<file path="src/assert_macros.svh">
// assertion macros shared by the rtl
`ifndef ASSERT_MACROS_SVH
`define ASSERT_MACROS_SVH
`ifndef SYNTHESIS
`define DFA_ASSERT_ALWAYS(label, clk, rst, cond, msg) \
   label: assert property (@(posedge clk) disable iff (rst) (cond)) else $error(msg);
`define DFA_ASSERT_IMPL(label, clk, rst, ante, cons, msg) \
   label: assert property (@(posedge clk) disable iff (rst) (ante) |-> (cons)) else $error(msg);
`define DFA_ASSERT_NEXT(label, clk, rst, ante, cons, msg) \
   label: assert property (@(posedge clk) disable iff (rst) (ante) |=> (cons)) else $error(msg);
`else
`define DFA_ASSERT_ALWAYS(label, clk, rst, cond, msg)
`define DFA_ASSERT_IMPL(label, clk, rst, ante, cons, msg)
`define DFA_ASSERT_NEXT(label, clk, rst, ante, cons, msg)
`endif
`endif

</file>
<file path="src/dfa_pkg.sv">
// types and constants of the decimal float alu
package dfa_pkg;
   localparam int MANT_WIDTH_DEF = 16;
   localparam int EXP_WIDTH      = 16;
   localparam int RAW_WIDTH      = 32;
   localparam int ACTION_WIDTH   = 3;
   localparam int STATUS_WIDTH   = 2;
   localparam int EXP_INT_W      = 20;
   localparam int SQRT_BITS      = 16;
   localparam int ADD_MAX_GAP    = 14;
   localparam int DIV_REACH_LOG  = 24;
   localparam int SQRT_REACH_LOG = 20;
   localparam int ROUND_BIAS     = 5;
   localparam int RADIX          = 10;

   typedef enum logic [ACTION_WIDTH-1:0] {
      ACT_MAKE = 3'd0,
      ACT_MUL  = 3'd1,
      ACT_DIV  = 3'd2,
      ACT_ADD  = 3'd3,
      ACT_SUB  = 3'd4,
      ACT_SQRT = 3'd5
   } action_type;

   typedef enum logic [STATUS_WIDTH-1:0] {
      STAT_OK       = 2'd0,
      STAT_DIV_ZERO = 2'd1,
      STAT_NEG_SQRT = 2'd2,
      STAT_EXP_OVF  = 2'd3
   } status_type;

   typedef enum logic [3:0] {
      ST_IDLE,
      ST_LOAD,
      ST_ADD_SCALE,
      ST_ADD_SUM,
      ST_ADD_MAG,
      ST_DIV_SCALE,
      ST_DIV_WAIT,
      ST_SQ_SCALE,
      ST_SQ_ODD,
      ST_SQ_ITER,
      ST_SQ_HALF,
      ST_NORM_START,
      ST_NORM_WAIT,
      ST_FINISH
   } state_type;
endpackage

</file>
<file path="src/dfa_divider.sv">
// bit-serial restoring divider, one quotient bit per cycle
module dfa_divider #(
   parameter int DVD_W = 64,
   parameter int DVS_W = 16
) (
   input  logic             clock,
   input  logic             reset,
   input  logic             start,
   input  logic [DVD_W-1:0] dividend,
   input  logic [DVS_W-1:0] divisor,
   output logic             done,
   output logic [DVD_W-1:0] quotient
);
   import dfa_pkg::*;

   localparam int CNT_W = $clog2(DVD_W + 1);

   logic             busy_ff, busy_in;
   logic             done_ff, done_in;
   logic [CNT_W-1:0] cnt_ff, cnt_in;
   logic [DVS_W-1:0] rem_ff, rem_in;
   logic [DVD_W-1:0] quo_ff, quo_in;
   logic [DVS_W-1:0] dvs_ff, dvs_in;
   logic [DVS_W:0]   trial;
   logic [DVS_W:0]   diff;
   logic             fits;

   // trial subtract of the partial remainder
   always_comb begin
      trial = {rem_ff, quo_ff[DVD_W-1]};
      diff  = trial - {1'b0, dvs_ff};
      fits  = trial >= {1'b0, dvs_ff};
   end

   // next state of the shift registers
   always_comb begin
      busy_in = busy_ff;
      done_in = 1'b0;
      cnt_in  = cnt_ff;
      rem_in  = rem_ff;
      quo_in  = quo_ff;
      dvs_in  = dvs_ff;
      if (start) begin
         busy_in = 1'b1;
         cnt_in  = CNT_W'(DVD_W);
         rem_in  = '0;
         quo_in  = dividend;
         dvs_in  = divisor;
      end else if (busy_ff) begin
         rem_in = fits ? diff[DVS_W-1:0] : trial[DVS_W-1:0];
         quo_in = {quo_ff[DVD_W-2:0], fits};
         cnt_in = cnt_ff - 1'b1;
         if (cnt_ff == CNT_W'(1)) begin
            busy_in = 1'b0;
            done_in = 1'b1;
         end
      end
   end

   always_ff @(posedge clock) begin
      if (reset) begin
         busy_ff <= 1'b0;
         done_ff <= 1'b0;
         cnt_ff  <= '0;
      end else begin
         busy_ff <= busy_in;
         done_ff <= done_in;
         cnt_ff  <= cnt_in;
      end
      rem_ff <= rem_in;
      quo_ff <= quo_in;
      dvs_ff <= dvs_in;
   end

   assign done     = done_ff;
   assign quotient = quo_ff;
endmodule

</file>
<file path="config.mk">
export PLATFORM = sky130hd
export DESIGN_NAME = dfa_divider
export DESIGN_NICKNAME = d
export VERILOG_FILES = /design/src/assert_macros.svh /design/src/dfa_pkg.sv /design/src/dfa_divider.sv
export SDC_FILE = /design/constraint.sdc
export NUM_CORES = 1
export LEC_CHECK = 0
export BUFFER_PORTS_ARGS = -buffer_cell sky130_fd_sc_hd__buf_2
export CAP_MARGIN = 0
export CORE_AREA = 2 2 103 105
export CTS_CLUSTER_DIAMETER = 120
export DETAILED_ROUTE_END_ITERATION = 16
export DIE_AREA = 0 0 105 107
export MAX_ROUTING_LAYER = met4
export PLACE_DENSITY = 0.79
export SETUP_SLACK_MARGIN = 0.1
export SLEW_MARGIN = 30
export SYNTH_ARGS = -nofsm -noshare
export SYNTH_HDL_FRONTEND = slang
export SYNTH_SLANG_ARGS = --single-unit
</file>
<file path="constraint.sdc">
create_clock -name clock -period 3.75 [get_ports clock]
set_clock_uncertainty 0.2 [all_clocks]
set_input_delay 0.1875 -clock clock [delete_from_list [all_inputs] [get_ports clock]]
set_output_delay 0.1875 -clock clock [all_outputs]
set_load 0.01 [all_outputs]
</file>
==> results_dict.tcl <==
set metrics [dict create \
    switchingPower_w 0.000730 \
    ios 148 \
    crit_path_start_kind "register" \
    drive_gt1_frac 0.355 \
    clock_sinks 105 \
    fp.dieW_um 105 \
    cp-end-kind "register" \
    holdWs_ps 287 \
    wire_per_inst_um 18.1 \
    grt_max_degree 85 \
    port_buffers 147 \
    pwr-share-seq 0.498 \
    peakVddDrop_mv 0.257 \
    fmax_mhz 330 \
    min_from "rem_ff[8]" \
    ctsResizeCount 0 \
    start_util 0.524 \
    grt_pass1_wl_um 22500 \
    cts_hold_buf 82 \
    reg2reg_from "dvs_ff[7]" \
    viasPerCell 5.47 \
    syn_to_final_growth_pct 36.7 \
    critPathTopFamily "compound AO/OA/AOI/OAI gates" \
    hold_violations 0 \
    rsz0062_at_grt "false" \
    die_y_um 107 \
    synth_seq_cells 105 \
    sw_frac_of_total 0.253 \
    power_frac_clock 0.316 \
    cp_max_fo 16 \
    place.gp.congestion 0.899 \
    worst_skew_pair.late_latency_ps 370 \
    crit_buf_inv 2 \
    yosys_warnings 0 \
    tns_ps 0 \
    crit_chain "inv_1 > ha_1 > nand3_1 > o22ai_1 > a221o_1 > a221oi_2 > buf_4 > mux2i_1 > a211oi_1" \
    synth_area_um2 5290 \
    ys.flop_type "edfxtp_1" \
    fin_area_um2 7230 \
    clk_pin_slew_worst_paths_ps 100 \
    setup_violations 0 \
    critical_path.slowest_cell "a221oi_2" \
    fin_crit_sh 0.807 \
    leakagePower_nw 3.03 \
    slew_headroom 0.429 \
    row_count 37 \
    antenna_found_initial 2 \
    fin_cells 803 \
    htreeDepth 3 \
    crit_type "register to register" \
    first_iter_violations 267 \
    die-area_um2 11200 \
    fin_crit_ps 3030 \
    core_um2 10100 \
    dpl_cell_area_um2 6140 \
    cts_tree "built" \
    p_int_w 0.00216 \
    overflow 0 \
    cts_buffers 9 \
    drc 0 \
    synthCells 437 \
    crit_start "dvs_ff[7]" \
    status "finished, final reports clean" \
    grt_pass1_vias 4546 \
    post-dp-hpwl_um 8930 \
    avgSynthCellArea_um2 12.1 \
    tightest_slew_ps 855 \
    yosysSeqAreaShare 0.549 \
    async_flop_share 0 \
    dp.cells 703 \
    comb_power_share 0.186 \
    grtUsageTotal 0.266 \
    routed_wirelength_um 14500 \
    hp-class "register to register" \
    ys_types 50 \
    via_count 4392 \
    cts_setup_buffers 0 \
    drt_pass1_iterations 5 \
    critPathArrivalTime_ps 3040 \
    synth_nets 539 \
    drv_cap 0 \
    required_ps 3760 \
    clockBufferDepth 2 \
    critical-path-max-stage-delay_ps 500 \
    root_buffer "clkbuf_8" \
    ant_nets 0 \
    maxSlewViolCount 0 \
    synth_edf_count 80 \
    nets 762 \
    power_density_nw_per_um2 399 \
]
## power by group through the flow
stage                     logic [W]  clock network (W)  registers, W
after global routing       0.000580           0.000954       0.00145
final                      0.000538           0.000911       0.00144
after global placement     0.000444                  0       0.00145
after floorplan            0.000246                  0       0.00148
after detailed placement   0.000456                  0       0.00145
after CTS                  0.000524           0.000920       0.00143
## through the flow
step | utilization | worst slack [ps] | power, W
2_1_floorplan | - | 961 | 0.00173
3_3_place_gp | 0.608 | 896 | 0.00190
3_5_place_dp | 0.608 | 771 | 0.00191
4_1_cts | 0.715 | 752 | 0.00287
5_1_grt | 0.717 | 490 | 0.00298
6_report | 0.717 | 723 | 0.00289
## per-layer routing
metal / global-route usage / routed length (um)
met3: 0.0529 / 827
met4: 0.116 / 366
met1: 0.298 / 5960
met5: - / 0
met2: 0.464 / 7350
## worst reg2reg max path: cells and delay by family (launching register included)
family                     cells  cell delay, ps
muxes                          1             210
AOI/OAI and AO/OA              4            1220
buffers and inverters          2             350
adders and majority gates      1             380
and+or+nand+nor                1             170
DFF                            1             330
## final timing paths
| check | endpoint | slack [ps] | cells after the start |
|---|---|---|---|
| worst max-delay path | rem_ff[7] | 720 | 9 |
| worst max register to register | rem_ff[7] | 720 | 9 |
| worst min-delay path | rem_ff[8] | 290 | 2 |
| worst min register to register | rem_ff[8] | 290 | 2 |
## logic make-up (layout without fill, tap and decap cells)
kind of cell,count (synthesis),in the layout,synth area share
buf+inv,45,273,0.0357
flops,105,105,0.549
mux,69,69,0.145
compound gates,77,77,0.0994
fa+ha+maj,19,19,0.0464
simple gates,108,108,0.101
xor+xnor,14,14,0.0232
other cells,0,2,0
## cell usage after synthesis, types with 3 or more instances
| master | count | share of area |
|---|---|---|
| a211oi_1 | 6 | 0.0085 |
| a21o_1 | 5 | 0.0071 |
| a21oi_1 | 15 | 0.014 |
| a32oi_1 | 5 | 0.0083 |
| and3_1 | 5 | 0.0059 |
| clkbuf_1 | 16 | 0.011 |
| dfxtp_1 | 25 | 0.095 |
| edfxtp_1 | 80 | 0.45 |
| ha_1 | 18 | 0.043 |
| inv_1 | 25 | 0.018 |
| mux2_2 | 63 | 0.13 |
| mux2i_1 | 6 | 0.011 |
| nand2_1 | 27 | 0.019 |
| nand3_1 | 12 | 0.011 |
| nand4b_1 | 5 | 0.0083 |
| nor2_1 | 31 | 0.022 |
| nor3_1 | 7 | 0.0066 |
| nor4_1 | 4 | 0.0047 |
| o21a_1 | 6 | 0.0085 |
| o21ai_0 | 17 | 0.016 |
| or2_2 | 3 | 0.0035 |
| xnor2_1 | 8 | 0.013 |
| xor2_1 | 6 | 0.0099 |
## placed cells by master, fill, tap and decap left out, types with 17 or more instances in the layout
cell type / Yosys / final
dfxtp_1: 25 / 25
nor2_1: 31 / 29
dlygate4sd3_1: 0 / 82
o21ai_0: 17 / 17
mux2_2: 63 / 63
nand2_1: 27 / 27
ha_1: 18 / 18
edfxtp_1: 80 / 80
inv_1: 25 / 24
buf_2: 1 / 146
## cell type report
cell class | count | area (um^2)
flip-flops and latches | 105 | 2900
fillers | 685 | 2860
multi-input cells | 287 | 2200
repair buffers | 232 | 1600
well taps | 136 | 170
clock buffers | 11 | 131
clock inverters | 5 | 129
inverters | 25 | 93.8
diodes | 2 | 5.00
## flip-flops by register name, indices dropped and copies added, names as in the netlist
name      cells
quotient     64
dvs_ff       16
rem_ff       16
cnt_ff        7
busy_ff       1
done          1
Note: power is estimated with default switching activity, not from simulation.
